$ cat src/rtl/vscs_pkg.sv
// Package with types, constants and the offset table of the chunk sequencer.
package vscs_pkg;
  localparam int unsigned SeqLenDefault  = 32;
  localparam int unsigned MaxCellsDefault = 256;

  localparam logic [1:0] StatusValid = 2'd0;
  localparam logic [1:0] StatusOutside = 2'd1;
  localparam logic [1:0] StatusDone = 2'd2;

  localparam logic [2:0] CfgGridX = 3'd0;
  localparam logic [2:0] CfgGridZ = 3'd1;
  localparam logic [2:0] CfgCellSize = 3'd2;
  localparam logic [2:0] CfgCellsX = 3'd3;
  localparam logic [2:0] CfgCellsZ = 3'd4;

  typedef struct packed {
    logic        kind;
    logic [31:0] eye_x;
    logic [31:0] eye_z;
    logic [31:0] dir_x;
    logic [31:0] dir_z;
  } req_t;

  typedef struct packed {
    logic [1:0]  status;
    logic [15:0] cell_index;
  } rsp_t;

  typedef struct packed {
    logic               restart;
    logic signed [32:0] dx;
    logic signed [32:0] dz;
    logic [2:0]         sector;
  } cmd_t;

  // Offsets packed as {dx, dz}, each a 4-bit signed value.
  function automatic logic [7:0] offset_of(input logic [2:0] s, input logic [4:0] k);
    logic signed [3:0] ox;
    logic signed [3:0] oz;
    logic signed [3:0] a;
    logic signed [3:0] b;
    logic [7:0] base;
    base = 8'h00;
    case (k)
      5'd0: base = {4'sd0, 4'sd0};
      5'd1: base = {4'sd0, 4'sd1};
      5'd2: base = {-4'sd1, 4'sd1};
      5'd3: base = {-4'sd1, 4'sd0};
      5'd4: base = {4'sd1, 4'sd0};
      5'd5: base = {4'sd0, 4'sd2};
      5'd6: base = {-4'sd1, 4'sd2};
      5'd7: base = {4'sd1, 4'sd1};
      5'd8: base = {-4'sd2, 4'sd1};
      5'd9: base = {-4'sd2, 4'sd0};
      5'd10: base = {4'sd1, 4'sd2};
      5'd11: base = {-4'sd2, 4'sd2};
      5'd12: base = {4'sd2, 4'sd3};
      5'd13: base = {-4'sd3, 4'sd1};
      5'd14: base = {4'sd0, 4'sd3};
      5'd15: base = {4'sd1, 4'sd3};
      5'd16: base = {-4'sd1, 4'sd3};
      5'd17: base = {4'sd2, 4'sd3};
      5'd18: base = {-4'sd2, 4'sd3};
      5'd19: base = {-4'sd3, 4'sd2};
      5'd20: base = {4'sd0, 4'sd4};
      5'd21: base = {-4'sd1, 4'sd4};
      5'd22: base = {4'sd1, 4'sd4};
      5'd23: base = {-4'sd2, 4'sd4};
      5'd24: base = {4'sd2, 4'sd4};
      5'd25: base = {-4'sd3, 4'sd3};
      5'd26: base = {-4'sd4, 4'sd2};
      5'd27: base = {4'sd3, 4'sd4};
      5'd28: base = {-4'sd3, 4'sd4};
      5'd29: base = {-4'sd4, 4'sd3};
      5'd30: base = {4'sd0, 4'sd5};
      default: base = {-4'sd1, 4'sd5};
    endcase
    // Sector 0 is the base list; the others are rotations and mirrors of it.
    a = base[7:4];
    b = base[3:0];
    ox = a;
    oz = b;
    case (s)
      3'd0: begin ox = a; oz = b; end
      3'd1: begin ox = -b; oz = -a; end
      3'd2: begin ox = -b; oz = a; end
      3'd3: begin ox = a; oz = -b; end
      3'd4: begin ox = -a; oz = -b; end
      3'd5: begin ox = b; oz = a; end
      3'd6: begin ox = b; oz = -a; end
      default: begin ox = -a; oz = b; end
    endcase
    return {ox, oz};
  endfunction
endpackage

$ cat src/rtl/vscs_front.sv
// Front part: accepts requests, finds the view sector and the eye offsets.
module vscs_front (
  input  logic               clk_i,
  input  logic               rst_ni,
  input  logic               in_valid_i,
  output logic               in_ready_o,
  input  vscs_pkg::req_t     in_data_i,
  input  logic [31:0]        org_x_i,
  input  logic [31:0]        org_z_i,
  output logic               cmd_valid_o,
  input  logic               cmd_ready_i,
  output vscs_pkg::cmd_t     cmd_o
);
  import vscs_pkg::*;

  logic        full_q, full_d;
  cmd_t        cmd_q, cmd_d;
  logic signed [32:0] y, x, ny, nx;
  logic [2:0]  sec;

  always_comb begin
    y = {in_data_i.dir_x[31], in_data_i.dir_x};
    x = -{in_data_i.dir_z[31], in_data_i.dir_z};
    ny = -y;
    nx = -x;
    if (y == 0) sec = (x < 0) ? 3'd0 : 3'd4;
    else if (y > 0) begin
      if (x > 0) sec = (y < x) ? 3'd4 : 3'd5;
      else if (x == 0) sec = 3'd6;
      else sec = (y > nx) ? 3'd6 : 3'd7;
    end else begin
      if (x > 0) sec = (ny <= x) ? 3'd3 : 3'd2;
      else if (x == 0) sec = 3'd2;
      else sec = (ny >= nx) ? 3'd1 : 3'd0;
    end
  end

  assign in_ready_o = !full_q;
  assign cmd_valid_o = full_q;
  assign cmd_o = cmd_q;

  always_comb begin
    full_d = full_q;
    cmd_d = cmd_q;
    if (full_q && cmd_ready_i) full_d = 1'b0;
    if (in_valid_i && !full_q) begin
      full_d = 1'b1;
      cmd_d.restart = in_data_i.kind;
      cmd_d.dx = $signed({in_data_i.eye_x[31], in_data_i.eye_x}) -
                 $signed({org_x_i[31], org_x_i});
      cmd_d.dz = $signed({in_data_i.eye_z[31], in_data_i.eye_z}) -
                 $signed({org_z_i[31], org_z_i});
      cmd_d.sector = sec;
    end
  end

  always_ff @(posedge clk_i or negedge rst_ni) begin
    if (!rst_ni) full_q <= 1'b0;
    else full_q <= full_d;
  end

  always_ff @(posedge clk_i) begin
    cmd_q <= cmd_d;
  end
endmodule

$ cat config.mk
export PLATFORM = sky130hd
export DESIGN_NAME = vscs_front
export DESIGN_NICKNAME = d
export VERILOG_FILES = /design/src/rtl/vscs_pkg.sv /design/src/rtl/vscs_front.sv
export SDC_FILE = /design/constraint.sdc
export NUM_CORES = 1
export LEC_CHECK = 0
export BUFFER_PORTS_ARGS = -buffer_cell sky130_fd_sc_hd__buf_4
export CAP_MARGIN = 0
export CORE_MARGIN = 5
export CORE_UTILIZATION = 55
export CTS_BUF_LIST = sky130_fd_sc_hd__clkbuf_2
export DETAILED_ROUTE_END_ITERATION = 6
export GPL_TIMING_DRIVEN = 0
export PLACE_DENSITY = 0.82
export SYNTH_ARGS = -nofsm -noshare
export SYNTH_HDL_FRONTEND = slang
export SYNTH_SLANG_ARGS = --single-unit
$ cat constraint.sdc
create_clock -name clk_i -period 6.61 [get_ports clk_i]
set_clock_uncertainty 0.15 [all_clocks]
set_input_delay 1.322 -clock clk_i [delete_from_list [all_inputs] [get_ports clk_i]]
set_output_delay 1.322 -clock clk_i [all_outputs]
set_load 0.1 [all_outputs]
Yosys cells after proc, flatten, opt, wreduce, memory -nomap -nowiden:

Cells that the tools add are included.

* register bits after elaboration: 71
* output and inout bits: 72

* add/subtract/negate cells: 5
* $lt $le $gt $ge: 7
* muxes and demuxes: 13
* reduce and logical (&&, ||, !) cells: 6

Operator list (number)
* logical NOT 33 bit: 2
* negation 33 bit: 2
* subtractor 32 x 32 -> 33 bit: 2
* >= comparator 33 bit: 1
* > comparator 32 x 33 -> 1 bit: 1
* > comparator 33 x 1 -> 1 bit, second input constant: 1
* less-or-equal comparator 33 bit: 1
* < comparator 32 x 33 -> 1 bit: 1
* < comparator 33 x 1 -> 1 bit, second input constant: 1
* negation 32 -> 33 bit: 1
* > comparator 32 x 1 -> 1 bit, second input constant: 1
* two-way mux 3 bit: 3
* two-way mux 1 bit: 7
* two-way mux 2 bit: 3
* logical AND 1 bit: 2
* nonzero test 2 bit: 1
* logical NOT 1 bit: 1

Logic depth before layout (Yosys ltp):

Gate-level depths: netlist of run 1.

* word-level depth: 8
* depth in mapped cells: 23

Worst setup path before layout of run 1:

Ideal clock, no wire load.

* path type: input port to flip-flop
* start point: input port in_data_i[0] (netlist bit)
* end point: register cmd_q, in the netlist cmd_o[0], data pin
* setup time: 0.264 ns
* arrival: 5.791 ns
* required time: 6.196 ns
* slack: 0.405 ns
* stages on the path: 21
* buffers on the path: 0
* cell sequence: inv_1 -> ha_1 -> or4b_1 -> nor3_2 -> nor2_1 -> nor4_1 -> nand3_1 -> nor3_2 -> and2_1 -> nand3_1 -> xor2_1 -> ha_1 -> nand4_1 -> nor2_1 -> nand2_1 -> nor4_1 -> or3_1 -> maj3_1 -> maj3_1 -> a211oi_1 -> a31oi_1

* word-level cells in the longest chain between the ends: 8
* elaborated cells on any way between the ends: 18
* classes of those cells: add/sub (2); order compare (5); mux (10); reduce/logical (1)

Ends and longest elaborated chain
* start: declaration: line vscs_front.sv:7 `input vscs_pkg::req_t in_data_i,`
* negation 33 bit (*): line vscs_front.sv:23 `x = -{in_data_i.dir_z[31], in_data_i.dir_z};`
* negation 33 bit: line vscs_front.sv:25 `nx = -x;`
* >= comparator 33 bit / > comparator 32 x 33 -> 1 bit (equally long branches): line vscs_front.sv:34, vscs_front.sv:30
* two-way mux 1 bit (on tied branches): line vscs_front.sv:34, vscs_front.sv:30
* two-way mux 2 bit / two-way mux 1 bit (equally long branches): line vscs_front.sv:33, vscs_front.sv:29
* two-way mux 2 bit (on tied branches): line vscs_front.sv:32, vscs_front.sv:28
* two-way mux 3 bit (*): line vscs_front.sv:27 `else if (y > 0) begin`
* two-way mux 3 bit (*): line vscs_front.sv:26 `if (y == 0) sec = (x < 0) ? 3'd0 : 3'd4;`
* end signal: assignment: line vscs_front.sv:63 `cmd_q <= cmd_d;`
* end: declaration: line vscs_front.sv:17 `cmd_t cmd_q, cmd_d;`

Mark *: on every way between the ends. The rest lies on a longest branch, timed or not.
A chain may end at the register's enable or synchronous reset.

Worst setup path in the final report of run 1:

Ends and elaborated chain as after synthesis.

==> metrics.md, run 1 <==
| Metric | Value |
|---|---|
| Fin area | `13000 um2` |
| Register area share after synthesis | `20.2%` |
| WP data required | `6730 ps` |
| Post-synth top area share | `23.2%` |
| Fillers | `1538` |
| Async S/R FF share, synth | `1.41%` |
| Vias | `10200` |
| Utilization after layout | `69.4%` |
| Setup Total Neg Slack | `0 ps` |
| Initial drt markers | `513` |
| Chip Width | `148 um` |
| Cell with the most instances after synthesis | `ha_1` |
| Die ar. | `22000 um2` |
| Clock Latency Late Sink | `510 ps` |
| Max Root-Sink Buffers | `2` |
| CP startpoint | `in_data_i[0]` |
| Pins Over Slew Limit | `0` |
| Number of flops mapped to enable cells by yosys | `70` |
| Pwr Total | `2.01 mW` |
| Synth unique cells | `76` |
| Clk root buf | `clkbuf_2` |
| Row cnt | `50` |
| Post-synth top cells | `ha_1 (195), inv_1 (116), nor2_1 (88), a21oi_1 (86), xnor2_1 (84)` |
| Mapped Cells | `1233` |
| Relative slew margins | `41.3%` |
| Worst min-delay path class | `in -> async` |
| Post-route insts no fill | `1752` |
| Routability congestion estimate | `0.934` |
| Drt first pass iters | `5` |
| CTS tree | `done` |
| Vias in the first global route | `9955` |
| Dpl hpwl | `26300 um` |
| CORE AREA | `18800 um2` |
| H-Tree Level Count | `3` |
| Seq pwr share | `29.3%` |
| Initial antenna violation count | `2` |
| Synth-to-layout area growth | `23.7%` |
| GR Overflow Total | `0` |
| RSZ-0062 raised after global routing | `no` |
| Final Critical Period | `6400 ps` |
| Global-route usage over all layers | `26.5%` |
| Final ANT Viol Nets | `0` |
| Run status | `completed` |
| Reg2Reg Launch Point | `cmd_valid_o` |
| Io pins | `269` |
| # clock sinks | `71` |
| Comb pwr share | `58.2%` |
| Fin. Hold Viols | `0` |
| Critical Path Sink Type | `flop` |
| Synth Cell Area | `10500 um2` |
| Crit path kind | `in -> reg` |
| Via-per-instance ratio | `5.80` |
| Worst-margin pin slew | `873 ps` |
| CP startpoint kind | `primary input` |
| PortBufs | `264` |
| Worst-path clk slew | `200 ps` |
| Leakage | `6.13 nW` |
| Pint | `1.06 mW` |
| Clock power frac | `12.5%` |
| Placed insts | `1733` |
| Setup Viol. Count Final | `0` |
| DRC | `0` |
| WL final | `30200 um` |
| Drt wl/cell | `17.2 um` |
| Max VDD drop | `0.102 mV` |
| Mean Syn Cell Area | `8.54 um2` |
| Critical Path AT | `6520 ps` |
| Layout cells sized above 1 | `21.4%` |
| Total CTS buffers | `9` |
| Yosys Warn Count | `0` |
| Switching share of power | `47.4%` |
| Initial Utilization | `56.1%` |
| First-pass GRT wire length | `48000 um` |
| Die Ht | `148 um` |
| Placed instance area | `12800 um2` |
| Largest net degree at the start of global routing | `35` |
| Achievable Freq | `156 MHz` |
| PwrDens | `154 nW/um2` |
| Nets | `1906` |
| Syn Nets | `1627` |
| Cell taking the most area after synthesis | `ha_1` |
| CTS Hold Bufs | `0` |
| Max Cap Viol | `0` |
| Synthesized flop and latch total | `71` |
| Ys flop type | `edfxtp_1` |
| Final Cycle Share | `96.9%` |
| Max FO, Critical Path | `7` |
| Synth area leaders | `ha_1 (23%), edfxtp_1 (20%), xnor2_1 (7.0%), inv_1 (4.1%), a21oi_1 (4.1%)` |
| P_sw | `0.952 mW` |
-- power groups by stage --
stage | clock (mW) | sequential, mW | combinational (mW)
after global routing | 0.274 | 0.594 | 1.26
after global placement | 0 | 0.605 | 1.13
after floorplan | 0 | 0.956 | 0.487
final | 0.251 | 0.590 | 1.17
after detailed placement | 0 | 0.601 | 1.16
after CTS | 0.262 | 0.591 | 1.16
-- sequential cells by signal, summed over array words and instances (netlist names) --
| signal | cells |
|---|---|
| cmd_valid_o | 1 |
| cmd_o | 70 |
-- path summary, 6_finish.rpt --
check	depth (start not counted)	slack (ps)	to
min in group clk_i	2	500	cmd_valid_o
worst min register to register	2	500	cmd_valid_o
max in group asynchronous	1	5830	cmd_valid_o
worst min-delay path	1	390	cmd_valid_o
worst max register to register	3	4770	cmd_o[0]
worst max-delay path	23	210	cmd_o[0]
-- layout make-up --
class / count / area [um2] / area share [%]
repair buffers: 268 / 2040 / 15.6
well taps: 234 / 293 / 2.25
plain buffers: 9 / 43.8 / 0.336
multi-input cells: 1037 / 7980 / 61.2
flip-flops and latches: 71 / 2130 / 16.3
diodes: 2 / 5.00 / 0.0384
clock buffers: 9 / 45.0 / 0.346
clock inverters: 6 / 61.3 / 0.471
inverters: 116 / 435 / 3.34
-- timing repair --
| action | in CTS | in global routing |
|---|---|---|
| pin swaps | 0 | 1 |
| setup buffers | 0 | 2 |
| endpoints found under the setup margin | 1 | 1 |
| resized for setup | 1 | 6 |
-- per-layer routing --
layer / wire length (um) / track usage [%]
met5: 0 / 0
met4: 898 / 8.55
met3: 2010 / 4.27
met2: 14900 / 48.3
met1: 12400 / 31.8
-- per-stage QoR --
stage          worst slack, ps  hold slack [ps]
3_5_place_dp              -778              484
4_1_cts                   46.9              315
3_3_place_gp              -765              427
5_1_grt                   12.2              334
6_report                   205              395
2_1_floorplan              405              876
-- layout by cell type, fill, tap and decap left out, drive strengths merged, types with 23 or more instances in the layout --
| cell type | instances |
|---|---|
| a21o | 49 |
| a21oi | 87 |
| buf | 272 |
| edfxtp | 70 |
| ha | 195 |
| inv | 117 |
| nand2 | 67 |
| nand2b | 24 |
| nand4 | 28 |
| nor2 | 88 |
| nor2b | 32 |
| nor3 | 46 |
| nor4 | 23 |
| o21ai | 64 |
| xnor2 | 87 |
| xor2 | 45 |
-- critical path, cell delays in order --
cell	delay [ps]
buf_4	140
inv_1	70
ha_1	300
nor4b_4	330
nand4_1	260
xnor2_4	350
o311ai_4	190
nor4_4	380
and4_4	290
nor2b_1	260
nand3_1	170
nor2_1	180
xnor2_1	180
ha_1	290
nand4_1	100
nor2_1	70
nand2_1	130
nor4_1	80
or3_1	370
maj3_1	370
maj3_1	380
a211oi_1	230
a31oi_1	70
-- cells by family (layout without fill, tap and decap cells) --
logic type / Yosys count / after routing / synth area share (%)
compound gates: 301 / 301 / 18.4
fa+ha+maj: 201 / 201 / 24.0
mux: 5 / 5 / 0.499
other cells: 0 / 2 / 0
flops: 71 / 71 / 20.2
xor+xnor: 132 / 132 / 11.4
buf+inv: 125 / 408 / 4.55
simple gates: 398 / 398 / 20.9
Power figures use the tool's default switching activity.
==> run 2, diff against run 1 <==
Settings changed: CTS_BUF_LIST sky130_fd_sc_hd__clkbuf_2 to unset.
==> metrics.md, run 2 (same netlist as run 1, synthesis figures left out) <==
| Metric | Value |
|---|---|
| Max FFs per register | `70` |
| Synth-to-layout area growth | `26.5%` |
| Routability congestion estimate | `0.934` |
| Cell chain of the critical path | `buf_4 -> inv_1 -> ha_2 -> nor4b_4 -> nand4_1 -> buf_4 -> or3_1 -> and2_1 -> nor4_4 -> and4_4 -> nor2b_2 -> nand3_1 -> nor2_1 -> xnor2_1 -> ha_1 -> nand4_1 -> nor2_1 -> nand2_1 -> nor4_1 -> or3_1 -> maj3_1 -> maj3_1 -> a211oi_2 -> a31oi_1` |
| Achievable Freq | `156 MHz` |
| Drt wl/cell | `17.4 um` |
| Dpl hpwl | `26300 um` |
| Final ANT Viol Nets | `0` |
| Die ar. | `22000 um2` |
| Hold Path Origin | `cmd_valid_o` |
| CP startpoint kind | `primary input` |
| Relative slew margins | `40.7%` |
| Initial antenna violation count | `1` |
| Nets | `1913` |
| Global-route usage over all layers | `26.7%` |
| Row cnt | `50` |
| Crit path kind | `in -> reg` |
| PwrDens | `169 nW/um2` |
| Clk root buf | `clkbuf_16` |
| Initial Utilization | `56.1%` |
| CP startpoint | `in_data_i[0]` |
| Fin. Hold Viols | `0` |
| Placed insts | `1733` |
| Via-per-instance ratio | `5.80` |
| GR Overflow Total | `0` |
| Max Cap Viol | `0` |
| Pins Over Slew Limit | `0` |
| Run status | `completed` |
| # clock sinks | `71` |
| Most common cell after layout, fill and taps aside | `buf_4` |
| CTS Hold Bufs | `0` |
| CORE AREA | `18800 um2` |
| Critical Path AT | `6340 ps` |
| PortBufs | `264` |
| Layout cells sized above 1 | `22.1%` |
| H-Tree Level Count | `3` |
| WP data required | `6520 ps` |
| CP max-delay cell | `maj3_1` |
| CTS tree | `done` |
| Max VDD drop | `0.117 mV` |
| Total CTS buffers | `9` |
| Worst-path clk slew | `60 ps` |
| Io pins | `269` |
| DRC | `0` |
| Largest net degree at the start of global routing | `35` |
| WL final | `30500 um` |
| Worst min-delay path class | `reg -> reg` |
| Post-route insts no fill | `1758` |
| Max Root-Sink Buffers | `2` |
| RSZ-0062 raised after global routing | `no` |
| Setup Viol. Count Final | `0` |
| Initial drt markers | `505` |
| Vias | `10200` |
| First-pass GRT wire length | `48400 um` |
| Chip Width | `148 um` |
| Die Ht | `148 um` |
| Critical Path Max Stage Delay | `390 ps` |
| Max FO, Critical Path | `7` |
| Utilization after layout | `70.9%` |
| Reg2Reg Launch Point | `cmd_valid_o` |
| Drt first pass iters | `5` |
| Vias in the first global route | `9986` |
| Clock Latency Late Sink | `330 ps` |
| Final Cycle Share | `97.2%` |
| Critical Path Sink Type | `flop` |
| Most frequent cells in the layout | `buf_4 (273), ha_1 (194), inv_1 (116)` |
| Worst-margin pin slew | `882 ps` |
| Final Critical Period | `6420 ps` |
| Leakage | `6.25 nW` |
[run 2: timing repair]
item | 4_1_cts | 5_1_grt
setup buffers | 0 | 9
endpoints found under the setup margin | 1 | 1
pin swaps | 0 | 10
resized for setup | 6 | 12
[run 2: metrics by stage]
| stage | setup TNS (ps) | hold WS, ps | cell area [um2] | power [mW] | worst slack (ps) |
|---|---|---|---|---|---|
| final | 0 | 489 | 13300 | 2.25 | 186 |
| after global routing | 0 | 530 | 13300 | 2.37 | 1.16 |
| after CTS | 0 | 493 | 13200 | 2.25 | 34.5 |
| after detailed placement | -778 | 484 | 12800 | 1.76 | -778 |
| after global placement | -3500 | 427 | 12800 | 1.74 | -765 |
| after floorplan | 0 | 876 | 10500 | 1.44 | 405 |
[run 2: critical path, delay by kind of cell]
| family | cells | cell delay, ps |
|---|---|---|
| compound gates | 2 | 260 |
| xor+xnor | 1 | 180 |
| fa+ha+maj | 4 | 1300 |
| buf+inv | 3 | 410 |
| simple gates | 14 | 2870 |
[run 2: layout make-up]
cell class	instances	area [um2]
clock inverters	6	61.3
plain buffers	9	45.0
inverters	116	435
clock buffers	9	225
diodes	1	2.50
flip-flops and latches	71	2130
multi-input cells	1037	8030
repair buffers	275	2090
well taps	234	293
fillers	1495	5460
[run 2: final timing paths]
kind                               end  slack, ps  depth (start not counted)
hold / removal             cmd_valid_o        490                          2
max in group asynchronous  cmd_valid_o       5610                          1
setup / recovery              cmd_o[0]        190                         24
min in group asynchronous  cmd_valid_o        610                          1
hold reg to reg            cmd_valid_o        490                          2
setup reg to reg              cmd_o[1]       4800                          3
[run 2: layer usage]
layer / routed length [um] / track usage [%]
met3: 2100 / 4.08
met5: 0 / 0
met4: 902 / 8.82
met1: 12400 / 32.1
met2: 15100 / 48.6
[run 2: power breakdown]
| group | switching (mW) | total, mW | internal (mW) |
|---|---|---|---|
| sequential | 0.0171 | 0.592 | 0.575 |
| combinational | 0.773 | 1.18 | 0.403 |
| clock | 0.190 | 0.479 | 0.289 |
