<file path="src/rtl/vscs_pkg.sv">
// Package with types, constants and the offset table of the chunk sequencer.
package vscs_pkg;
  localparam int unsigned SeqLenDefault  = 32;
  localparam int unsigned MaxCellsDefault = 256;

  localparam logic [1:0] StatusValid = 2'd0;
  localparam logic [1:0] StatusOutside = 2'd1;
  localparam logic [1:0] StatusDone = 2'd2;

  localparam logic [2:0] CfgGridX = 3'd0;
  localparam logic [2:0] CfgGridZ = 3'd1;
  localparam logic [2:0] CfgCellSize = 3'd2;
  localparam logic [2:0] CfgCellsX = 3'd3;
  localparam logic [2:0] CfgCellsZ = 3'd4;

  typedef struct packed {
    logic        kind;
    logic [31:0] eye_x;
    logic [31:0] eye_z;
    logic [31:0] dir_x;
    logic [31:0] dir_z;
  } req_t;

  typedef struct packed {
    logic [1:0]  status;
    logic [15:0] cell_index;
  } rsp_t;

  typedef struct packed {
    logic               restart;
    logic signed [32:0] dx;
    logic signed [32:0] dz;
    logic [2:0]         sector;
  } cmd_t;

  // Offsets packed as {dx, dz}, each a 4-bit signed value.
  function automatic logic [7:0] offset_of(input logic [2:0] s, input logic [4:0] k);
    logic signed [3:0] ox;
    logic signed [3:0] oz;
    logic signed [3:0] a;
    logic signed [3:0] b;
    logic [7:0] base;
    base = 8'h00;
    case (k)
      5'd0: base = {4'sd0, 4'sd0};
      5'd1: base = {4'sd0, 4'sd1};
      5'd2: base = {-4'sd1, 4'sd1};
      5'd3: base = {-4'sd1, 4'sd0};
      5'd4: base = {4'sd1, 4'sd0};
      5'd5: base = {4'sd0, 4'sd2};
      5'd6: base = {-4'sd1, 4'sd2};
      5'd7: base = {4'sd1, 4'sd1};
      5'd8: base = {-4'sd2, 4'sd1};
      5'd9: base = {-4'sd2, 4'sd0};
      5'd10: base = {4'sd1, 4'sd2};
      5'd11: base = {-4'sd2, 4'sd2};
      5'd12: base = {4'sd2, 4'sd3};
      5'd13: base = {-4'sd3, 4'sd1};
      5'd14: base = {4'sd0, 4'sd3};
      5'd15: base = {4'sd1, 4'sd3};
      5'd16: base = {-4'sd1, 4'sd3};
      5'd17: base = {4'sd2, 4'sd3};
      5'd18: base = {-4'sd2, 4'sd3};
      5'd19: base = {-4'sd3, 4'sd2};
      5'd20: base = {4'sd0, 4'sd4};
      5'd21: base = {-4'sd1, 4'sd4};
      5'd22: base = {4'sd1, 4'sd4};
      5'd23: base = {-4'sd2, 4'sd4};
      5'd24: base = {4'sd2, 4'sd4};
      5'd25: base = {-4'sd3, 4'sd3};
      5'd26: base = {-4'sd4, 4'sd2};
      5'd27: base = {4'sd3, 4'sd4};
      5'd28: base = {-4'sd3, 4'sd4};
      5'd29: base = {-4'sd4, 4'sd3};
      5'd30: base = {4'sd0, 4'sd5};
      default: base = {-4'sd1, 4'sd5};
    endcase
    // Sector 0 is the base list; the others are rotations and mirrors of it.
    a = base[7:4];
    b = base[3:0];
    ox = a;
    oz = b;
    case (s)
      3'd0: begin ox = a; oz = b; end
      3'd1: begin ox = -b; oz = -a; end
      3'd2: begin ox = -b; oz = a; end
      3'd3: begin ox = a; oz = -b; end
      3'd4: begin ox = -a; oz = -b; end
      3'd5: begin ox = b; oz = a; end
      3'd6: begin ox = b; oz = -a; end
      default: begin ox = -a; oz = b; end
    endcase
    return {ox, oz};
  endfunction
endpackage

</file>
<file path="src/rtl/vscs_back.sv">
// Back part: divides by the cell size, walks the offset list, forms results.
module vscs_back #(
  parameter int unsigned SeqLen = vscs_pkg::SeqLenDefault,
  parameter int unsigned MaxCells = vscs_pkg::MaxCellsDefault
) (
  input  logic             clk_i,
  input  logic             rst_ni,
  input  logic             cmd_valid_i,
  output logic             cmd_ready_o,
  input  vscs_pkg::cmd_t   cmd_i,
  input  logic [30:0]      cell_size_i,
  input  logic [8:0]       cells_x_i,
  input  logic [8:0]       cells_z_i,
  output logic             out_valid_o,
  input  logic             out_ready_i,
  output vscs_pkg::rsp_t   out_o
);
  import vscs_pkg::*;

  localparam logic [1:0] StIdle = 2'd0;
  localparam logic [1:0] StDiv = 2'd1;
  localparam logic [1:0] StEmit = 2'd2;
  localparam logic [5:0] SeqEnd = 6'(SeqLen);
  localparam logic [8:0] MaxC = 9'(MaxCells);

  logic [1:0]  st_q, st_d;
  logic [5:0]  step_q, step_d;
  logic signed [15:0] bx_q, bx_d, bz_q, bz_d;
  logic [2:0]  sec_q, sec_d;
  logic        ov_q, ov_d;
  rsp_t        out_q, out_d;
  // Divider: restoring, one quotient bit a cycle, both axes together.
  logic [31:0] nx_q, nx_d, nz_q, nz_d;
  logic [31:0] qx_q, qx_d, qz_q, qz_d;
  logic [31:0] rx_q, rx_d, rz_q, rz_d;
  logic        sx_q, sx_d, sz_q, sz_d;
  logic [5:0]  cnt_q, cnt_d;
  logic [30:0] dv;
  logic [32:0] trx, trz;
  logic [7:0]  off;
  logic signed [17:0] ex, ez;
  logic [8:0]  cx, cz;
  logic [16:0] lin;

  function automatic logic signed [15:0] floor_sat(input logic neg, input logic [31:0] q,
                                                   input logic [31:0] r);
    logic [32:0] mag;
    logic signed [33:0] v;
    mag = {1'b0, q} + ((neg && r != 32'd0) ? 33'd1 : 33'd0);
    v = neg ? -$signed({1'b0, mag}) : $signed({1'b0, mag});
    if (v > 34'sd32767) return 16'sh7fff;
    if (v < -34'sd32768) return -16'sd32768;
    return v[15:0];
  endfunction

  assign dv = (cell_size_i == 31'd0) ? 31'd1 : cell_size_i;
  assign cx = (cells_x_i > MaxC) ? MaxC : cells_x_i;
  assign cz = (cells_z_i > MaxC) ? MaxC : cells_z_i;
  assign trx = {rx_q, nx_q[31]} - {2'b00, dv};
  assign trz = {rz_q, nz_q[31]} - {2'b00, dv};
  assign off = offset_of(sec_q, step_q[4:0]);
  assign ex = 18'(bx_q) + 18'($signed(off[7:4]));
  assign ez = 18'(bz_q) + 18'($signed(off[3:0]));
  assign lin = 17'(ex[15:0]) + 17'(cx) * 17'(ez[7:0]);

  assign cmd_ready_o = (st_q == StIdle) && !ov_q;
  assign out_valid_o = ov_q;
  assign out_o = out_q;

  always_comb begin
    st_d = st_q; step_d = step_q; bx_d = bx_q; bz_d = bz_q; sec_d = sec_q;
    ov_d = ov_q; out_d = out_q;
    nx_d = nx_q; nz_d = nz_q; qx_d = qx_q; qz_d = qz_q; rx_d = rx_q; rz_d = rz_q;
    sx_d = sx_q; sz_d = sz_q; cnt_d = cnt_q;
    if (ov_q && out_ready_i) ov_d = 1'b0;
    unique case (st_q)
      StIdle: begin
        if (cmd_valid_i && !ov_q) begin
          if (cmd_i.restart) begin
            sx_d = cmd_i.dx[32];
            sz_d = cmd_i.dz[32];
            nx_d = 32'(cmd_i.dx[32] ? -cmd_i.dx : cmd_i.dx);
            nz_d = 32'(cmd_i.dz[32] ? -cmd_i.dz : cmd_i.dz);
            qx_d = '0; qz_d = '0; rx_d = '0; rz_d = '0;
            cnt_d = 6'd32;
            sec_d = cmd_i.sector;
            step_d = '0;
            st_d = StDiv;
          end else begin
            st_d = StEmit;
          end
        end
      end
      StDiv: begin
        nx_d = {nx_q[30:0], 1'b0};
        nz_d = {nz_q[30:0], 1'b0};
        if (!trx[32]) begin rx_d = trx[31:0]; qx_d = {qx_q[30:0], 1'b1}; end
        else begin rx_d = {rx_q[30:0], nx_q[31]}; qx_d = {qx_q[30:0], 1'b0}; end
        if (!trz[32]) begin rz_d = trz[31:0]; qz_d = {qz_q[30:0], 1'b1}; end
        else begin rz_d = {rz_q[30:0], nz_q[31]}; qz_d = {qz_q[30:0], 1'b0}; end
        cnt_d = cnt_q - 6'd1;
        if (cnt_q == 6'd1) st_d = StEmit;
      end
      StEmit: begin
        st_d = StIdle;
        ov_d = 1'b1;
        if (step_q >= SeqEnd) begin
          out_d = {StatusDone, 16'd0};
        end else begin
          step_d = step_q + 6'd1;
          if (ex < 0 || ez < 0 || ex >= 18'sd0 + 18'(cx) || ez >= 18'sd0 + 18'(cz))
            out_d = {StatusOutside, 16'd0};
          else out_d = {StatusValid, lin[15:0]};
        end
      end
      default: st_d = StIdle;
    endcase
    if (st_q == StDiv && cnt_q == 6'd1) begin
      bx_d = floor_sat(sx_q, {qx_q[30:0], !trx[32]},
                       !trx[32] ? trx[31:0] : {rx_q[30:0], nx_q[31]});
      bz_d = floor_sat(sz_q, {qz_q[30:0], !trz[32]},
                       !trz[32] ? trz[31:0] : {rz_q[30:0], nz_q[31]});
    end
  end

  always_ff @(posedge clk_i or negedge rst_ni) begin
    if (!rst_ni) begin
      st_q <= StIdle; step_q <= '0; bx_q <= '0; bz_q <= '0; sec_q <= '0;
      ov_q <= 1'b0; cnt_q <= '0;
    end else begin
      st_q <= st_d; step_q <= step_d; bx_q <= bx_d; bz_q <= bz_d; sec_q <= sec_d;
      ov_q <= ov_d; cnt_q <= cnt_d;
    end
  end

  always_ff @(posedge clk_i) begin
    out_q <= out_d;
    nx_q <= nx_d; nz_q <= nz_d; qx_q <= qx_d; qz_q <= qz_d;
    rx_q <= rx_d; rz_q <= rz_d; sx_q <= sx_d; sz_q <= sz_d;
  end
endmodule

</file>
<file path="config.mk">
export PLATFORM = sky130hd
export DESIGN_NAME = vscs_back
export DESIGN_NICKNAME = d
export VERILOG_FILES = /design/src/rtl/vscs_pkg.sv /design/src/rtl/vscs_back.sv
export SDC_FILE = /design/constraint.sdc
export NUM_CORES = 1
export LEC_CHECK = 0
export CELL_PAD_IN_SITES_DETAIL_PLACEMENT = 1
export CELL_PAD_IN_SITES_GLOBAL_PLACEMENT = 1
export CORE_MARGIN = 3
export CORE_UTILIZATION = 49
export CTS_CLUSTER_SIZE = 16
export DETAILED_ROUTE_END_ITERATION = 8
export DONT_BUFFER_PORTS = 1
export PLACE_DENSITY = 0.82
export SLEW_MARGIN = 20
export SYNTH_ARGS = -nofsm -noshare
export SYNTH_HDL_FRONTEND = slang
export SYNTH_SLANG_ARGS = --single-unit
export TNS_END_PERCENT = 5
</file>
<file path="constraint.sdc">
create_clock -name clk_i -period 15.4 [get_ports clk_i]
set_input_delay 3.08 -clock clk_i [delete_from_list [all_inputs] [get_ports clk_i]]
set_output_delay 3.08 -clock clk_i [all_outputs]
set_load 0.01 [all_outputs]
</file>
# --- Word level (Yosys, flattened, before mapping) ---
# Memory sizes are Yosys's and may differ from the RTL's.
# Cells that the tools add are included.
classes:
  addsub: 15
  multipliers: 1
  magnitude_cmp: 11
  eq_ne: 13
  n_mux: 59
  n_reduce_logical: 31
op_table:
  columns: ["cell", "n"]
  rows:
  - ["$mux 32", 10]
  - ["$pmux 32 s2", 4]
  - ["$mux 16", 8]
  - ["$pmux 31 s2", 2]
  - ["$gt 34x16->1 const B", 2]
  - ["$lt 34x16->1 const B", 2]
  - ["$mux 34", 2]
  - ["$neg 33->34", 2]
  - ["$add 32x1->33", 2]
  - ["$sub 33x31->33", 2]
  - ["$neg 32->32", 2]
  - ["$reduce_bool 32->1", 2]
  - ["$ge 18x9->1", 2]
  - ["$add 16x4->17", 2]
  - ["$lt 17x1->1 const B", 2]
  - ["$logic_not 31->1", 1]
  - ["$mux 31", 1]
  - ["$mux 6", 5]
  - ["$pmux 4 s3", 2]
  - ["$pmux 6 s2", 2]
  - ["$gt 9x9->1 const B", 2]
  - ["$mux 9", 2]
  - ["$mux 17", 1]
  - ["$add 16x16->16", 1]
  - ["26 further kinds", 67]
totals:
  regBits: 260
  romBits: 224
  out_inout_bits: 20
  elab_cells: 148
  memories: 1
memory_table:
  columns: ["memory", "words", "width", "rd", "rd_ports_with_merged_regs", "write_ports", "line", "source"]
  rows:
  - ["(name not given)", 32, 7, 1, 0, 0, "vscs_pkg.sv:44", "case (k)"]

# --- Logic depth before layout (Yosys ltp) ---
logic_depth:
  word_depth: 17
  depth_mapped: 41
  mapped_depth_nobuf: 41

# --- Worst setup path before layout ---
# No wires, ideal clock.
synth_timing:
  path_type: "input to register"
  start: "input cmd_valid_i"
  end: "register cnt_q[5]"
  setup_time_ps: 121
  arrival_time_ps: 13696
  required_ps: 15279
  path_slack_ps: 1582
  path_stages: 6
  path_buffers: 0
  cell_sequence: "nand3_1 a21oi_1 nor4b_1 nor3b_1 xnor2_1 nand2b_1"
synth_between:
  elab_chain_cells: 3
synth_lines:
  columns: ["element", "line", "source"]
  rows:
  - ["start: declaration", "vscs_back.sv:8", "input logic cmd_valid_i,"]
  - ["$logic_and 1x1->1", "vscs_back.sv:78", "if (cmd_valid_i && !ov_q) begin"]
  - ["$ne 2x1->1 (no source line)", null, null]
  - ["$reduce_and 3->1 (no source line)", null, null]
  - ["end signal: assignment", "vscs_back.sv:132", "ov_q <= ov_d; cnt_q <= cnt_d;"]
  - ["end: declaration", "vscs_back.sv:37", "logic [5:0] cnt_q, cnt_d;"]
# Every way passes these cells.
# A chain may end at the register's enable or synchronous reset.

# --- Final worst setup path ---
layout_timing:
  start: "input cell_size_i[3]"
  end: "register bz_q[11]"
layout_between:
  elab_chain_cells: 16
  elab_cells_between_ends: 21
  classes_between: "add/sub (3); order compare (2); mux (12); reduce/logical (4)"
layout_lines:
  columns: ["element", "line", "source"]
  rows:
  - ["start: declaration", "vscs_back.sv:11", "input logic [30:0] cell_size_i,"]
  - ["$logic_not 31->1", "vscs_back.sv:56", "assign dv = (cell_size_i == 31'd0) ? 31'd1 : cell_size_i;"]
  - ["$mux 31 (*)", "vscs_back.sv:56", null]
  - ["$sub 33x31->33 (*)", "vscs_back.sv:60", "assign trz = {rz_q, nz_q[31]} - {2'b00, dv};"]
  - ["$mux 32", "vscs_back.sv:122", "!trz[32] ? trz[31:0] : {rz_q[30:0], nz_q[31]});"]
  - ["$reduce_bool 32->1", "vscs_back.sv:49", "mag = {1'b0, q} + ((neg && r != 32'd0) ? 33'd1 : 33'd0);"]
  - ["$logic_and 1x1->1", "vscs_back.sv:49", null]
  - ["$mux 1", "vscs_back.sv:49", null]
  - ["$add 32x1->33 (*)", "vscs_back.sv:49", null]
  - ["$neg 33->34", "vscs_back.sv:50", "v = neg ? -$signed({1'b0, mag}) : $signed({1'b0, mag});"]
  - ["$mux 34 (*)", "vscs_back.sv:50", null]
  - ["$lt 34x16->1", "vscs_back.sv:52", "if (v < -34'sd32768) return -16'sd32768;"]
  - ["$mux 1 (2 in series)", "vscs_back.sv:52", null]
  - ["$mux 1", "vscs_back.sv:118", "if (st_q == StDiv && cnt_q == 6'd1) begin"]
  - ["$mux 16", "vscs_back.sv:53", "return v[15:0];"]
  - ["$mux 16 (*)", "vscs_back.sv:52", null]
  - ["end signal: assignment", "vscs_back.sv:128", "st_q <= StIdle; step_q <= '0; bx_q <= '0; bz_q <= '0; sec_q <= '0;"]
  - ["end signal: assignment", "vscs_back.sv:131", "st_q <= st_d; step_q <= step_d; bx_q <= bx_d; bz_q <= bz_d; sec_q <= sec_d;"]
  - ["end: declaration", "vscs_back.sv:28", "logic signed [15:0] bx_q, bx_d, bz_q, bz_d;"]
# Mark *: on every way between the ends. The rest lies on a longest branch, timed or not. The select of a mux whose other input is x is not followed.

==> run summary <==
Via count -> 21300
RSZ-0062 raised after global routing -> false
Netlist Area Pre-Place -> 24670 um2
Max IR drop VDD -> 0.0002542 V
Post-Layout Cell Count -> 3522
Status -> finished, final reports clean
Syn_nets -> 3260
R2r worst-path depth -> 38
Vias/cell -> 6.049
#FFs+latches synth -> 260
CTS buffer count -> 31
Post-CTS Setup Repair Bufs -> 0
Detailed Routing Iterations Pass 1 -> 5
Dpl cells -> 3464
Worst Clk Skew -> 0.01872 ns
GPL Wtd Cong -> 0.9078
Crit path top cell by count -> ha_1
Syn Area/Cell -> 8.464 um2
Yosys warns -> 0
Slew Limit Headroom -> 34.23%
Critical path arrival -> 12.87 ns
CP bufs+invs -> 3
Reg2reg start -> step_q[0]
DR DRC count -> 0
Layout area overhead -> 5.680%
Min-Delay Path Class -> flop to flop
Max Fclk -> 80.94 MHz
Antenna viol nets, final -> 0
Finish-stage setup viols -> 0
Nets -> 3178
Iter 0 DRT Violations -> 1150
Reg2reg setup slack -> 5.43 ns
R2r endpoint -> out_o[15]
CP startpoint kind -> primary input
CP max stage cell -> nor4_1
Boundary Pins -> 143
Largest net degree at the start of global routing -> 103
Critical path depth in cells -> 34
Critical path startpoint -> cell_size_i[3]
Wire length per cell -> 20.30 um
Top-area cell type share of the netlist area -> 25.56%
Initial antenna violation count -> 0
Worst setup endpoint -> bz_q[11]
Gate Count Post-Synth -> 2915
Largest cells by area after synthesis -> edfxtp_1, ha_1, dfrtp_1
IO Port Bufs -> 0
Die Y -> 230.4 um
H-tree levels -> 1
EDFF count, synth -> 210
Routed wire length -> 71.49 mm
Seq/Total Area, Yosys -> 30.63%
CP endpoint kind -> flop
Worst slew pin tran -> 0.9796 ns
WP data required -> 15.91 ns
Total track usage -> 26.44%
Initial Utilization -> 49.99%
Distinct cells, synth -> 93
Num rows -> 81
CTS Hold Bufs -> 0
Primary FF master, synth -> edfxtp_1
Overflow after GRT -> 0
FILL cells -> 5901
Critical path class -> primary input to flop
Setup ws final -> 3.044 ns
Die area -> 53080 um2
Delay-heaviest family, CP -> simple AND/OR/NAND/NOR gates
Final HPWL DP -> 54.95 mm
Worst-path clk slew -> 0.07 ns
Cell Pwr Density -> 195.9 nW/um2
Leak pwr -> 10.31 nW
Setup WS pre-CTS -> 2.531 ns
Final Cycle Share -> 80.23%
CTS tree -> built
CTS root buf -> clkbuf_16
Layout cells sized above 1 -> 4.304%
# diodes -> 0
Clock buffer depth -> 3
Worst-skew pair later-pin latency -> 0.60 ns
Fin. Hold Viols -> 0
Area leader, netlist -> edfxtp_1
Crit-path max cell delay -> 0.78 ns
Critical-path maximum fanout -> 32
Cts repair resizes -> 0
Die width -> 230.4 um
Setup Total Neg Slack -> 0 ns
Final min period -> 12.36 ns
Max-Cap Viols -> 0
First-pass GRT wire length -> 116.7 mm
CTS sink count -> 260
Core ar. -> 49360 um2
Asr flop ratio synth -> 19.23%
Final Slew Violations -> 0
Vias in the first global route -> 22490
-- report_power, final --
group          switching (mW)  total [mW]  internal (mW)
clock                   0.311       0.703          0.391
combinational            2.01        3.39           1.38
sequential              0.111        1.02          0.910
total                    2.43        5.11           2.68
-- how the worst min path moves through the flow --
stage / start / to / slack, ns / cells past startpoint
6_report: bz_q[15] / bz_q[15] / 0.52 / 1
5_1_grt: bz_q[15] / bz_q[15] / 0.54 / 1
4_1_cts: bz_q[15] / bz_q[15] / 0.52 / 1
3_5_place_dp: bz_q[15] / bz_q[15] / 0.50 / 1
3_3_place_gp: bz_q[15] / bz_q[15] / 0.50 / 1
2_1_floorplan: bx_q[15] / bx_q[15] / 0.46 / 1
-- synthesized netlist by cell type, drive strengths merged, types with 13 or more instances --
| library cell | number |
|---|---|
| inv | 190 |
| o21ai | 190 |
| or3 | 37 |
| dfrtp | 50 |
| o31ai | 29 |
| xnor2 | 126 |
| o21a | 30 |
| mux2i | 13 |
| nor3 | 61 |
| nor4 | 55 |
| a21o | 57 |
| o41ai | 18 |
| nand2b | 28 |
| nor2 | 296 |
| clkbuf | 103 |
| a211oi | 17 |
| and3 | 37 |
| nand2 | 313 |
| nand3 | 80 |
| buf | 26 |
| xor2 | 140 |
| o21bai | 14 |
| and2 | 80 |
| edfxtp | 210 |
| ha | 162 |
| a21oi | 175 |
| nor2b | 24 |
| nand4 | 46 |
| or4 | 21 |
| o22ai | 18 |
| a31oi | 38 |
| fa | 60 |
-- area by class of cell --
type	count	area, um2	share of cell area [%]
multi-input combinational	2332	15890	60.94
sequential	260	7557	28.98
clock inverter	15	97.59	0.3743
timing repair buffer	14	108.9	0.4175
tap	664	830.8	3.186
clock buffer	43	860.8	3.301
inverter	194	728.2	2.793
-- registers in the layout, indices dropped and copies added, names as in the netlist, 2 cells and up --
register,flops
out_o,18
step_q,6
st_q,2
qz_q,31
cnt_q,6
rx_q,32
qx_q,31
rz_q,32
sec_q,3
bx_q,16
nz_q,32
nx_q,32
bz_q,16
-- layer usage --
layer	GRT usage [%]	vias up	part of all wire, %
li1	-	10250	-
met1	33.12	10510	43
met2	47.54	404	50
met3	3.307	142	3.7
met4	7.950	0	3.2
met5	0	-	0
-- kinds of logic after synthesis --
logic type               after synthesis  synth area share (%)
AND/OR/NAND/NOR                     1132                 22.89
AO/OA/AOI/OAI                        687                 17.63
buffers and inverters                323                 5.152
XOR/XNOR                             266                 9.443
flip-flops                           260                 30.63
adder cells (fa/ha/maj)              222                 13.08
multiplexers                          25                 1.166
-- metrics by stage --
stage,hold WS (ns),util [%],area [um2],power (mW)
after floorplan,0.4561,-,24670,3.572
after global placement,0.5023,50.88,25110,4.184
after detailed placement,0.5021,50.88,25110,4.395
after CTS,0.5204,52.82,26070,5.142
after global routing,0.5409,52.83,26070,5.653
final,0.5178,52.83,26070,5.108
-- cell usage in the layout (no fill, tap or decap), types with 9 or more instances in the layout --
cell type  instances
mux2i_1           13
nand2b_1          27
nor3b_1            9
nand3_1           78
xor2_1           139
o21bai_1          13
and3_1            37
inv_1            190
nor2b_1           24
o211ai_1          12
a21o_1            56
nor4_1            47
a211oi_1          17
fa_1              60
ha_1             162
or3_1             37
nor3_1            57
edfxtp_1         210
xnor2_1          125
nand2_1          313
a31oi_1           38
nand4_1           42
a21boi_0           9
a21oi_1          169
o41ai_1           18
dfrtp_1           50
o21a_1            30
nor2_1           295
o22ai_1           18
buf_4             13
and2_1            78
mux2_2            10
or4_1             20
o31ai_1           28
o21ai_0          189
and4_1            12
clkbuf_16         31
(Power assumes the default switching activity.)
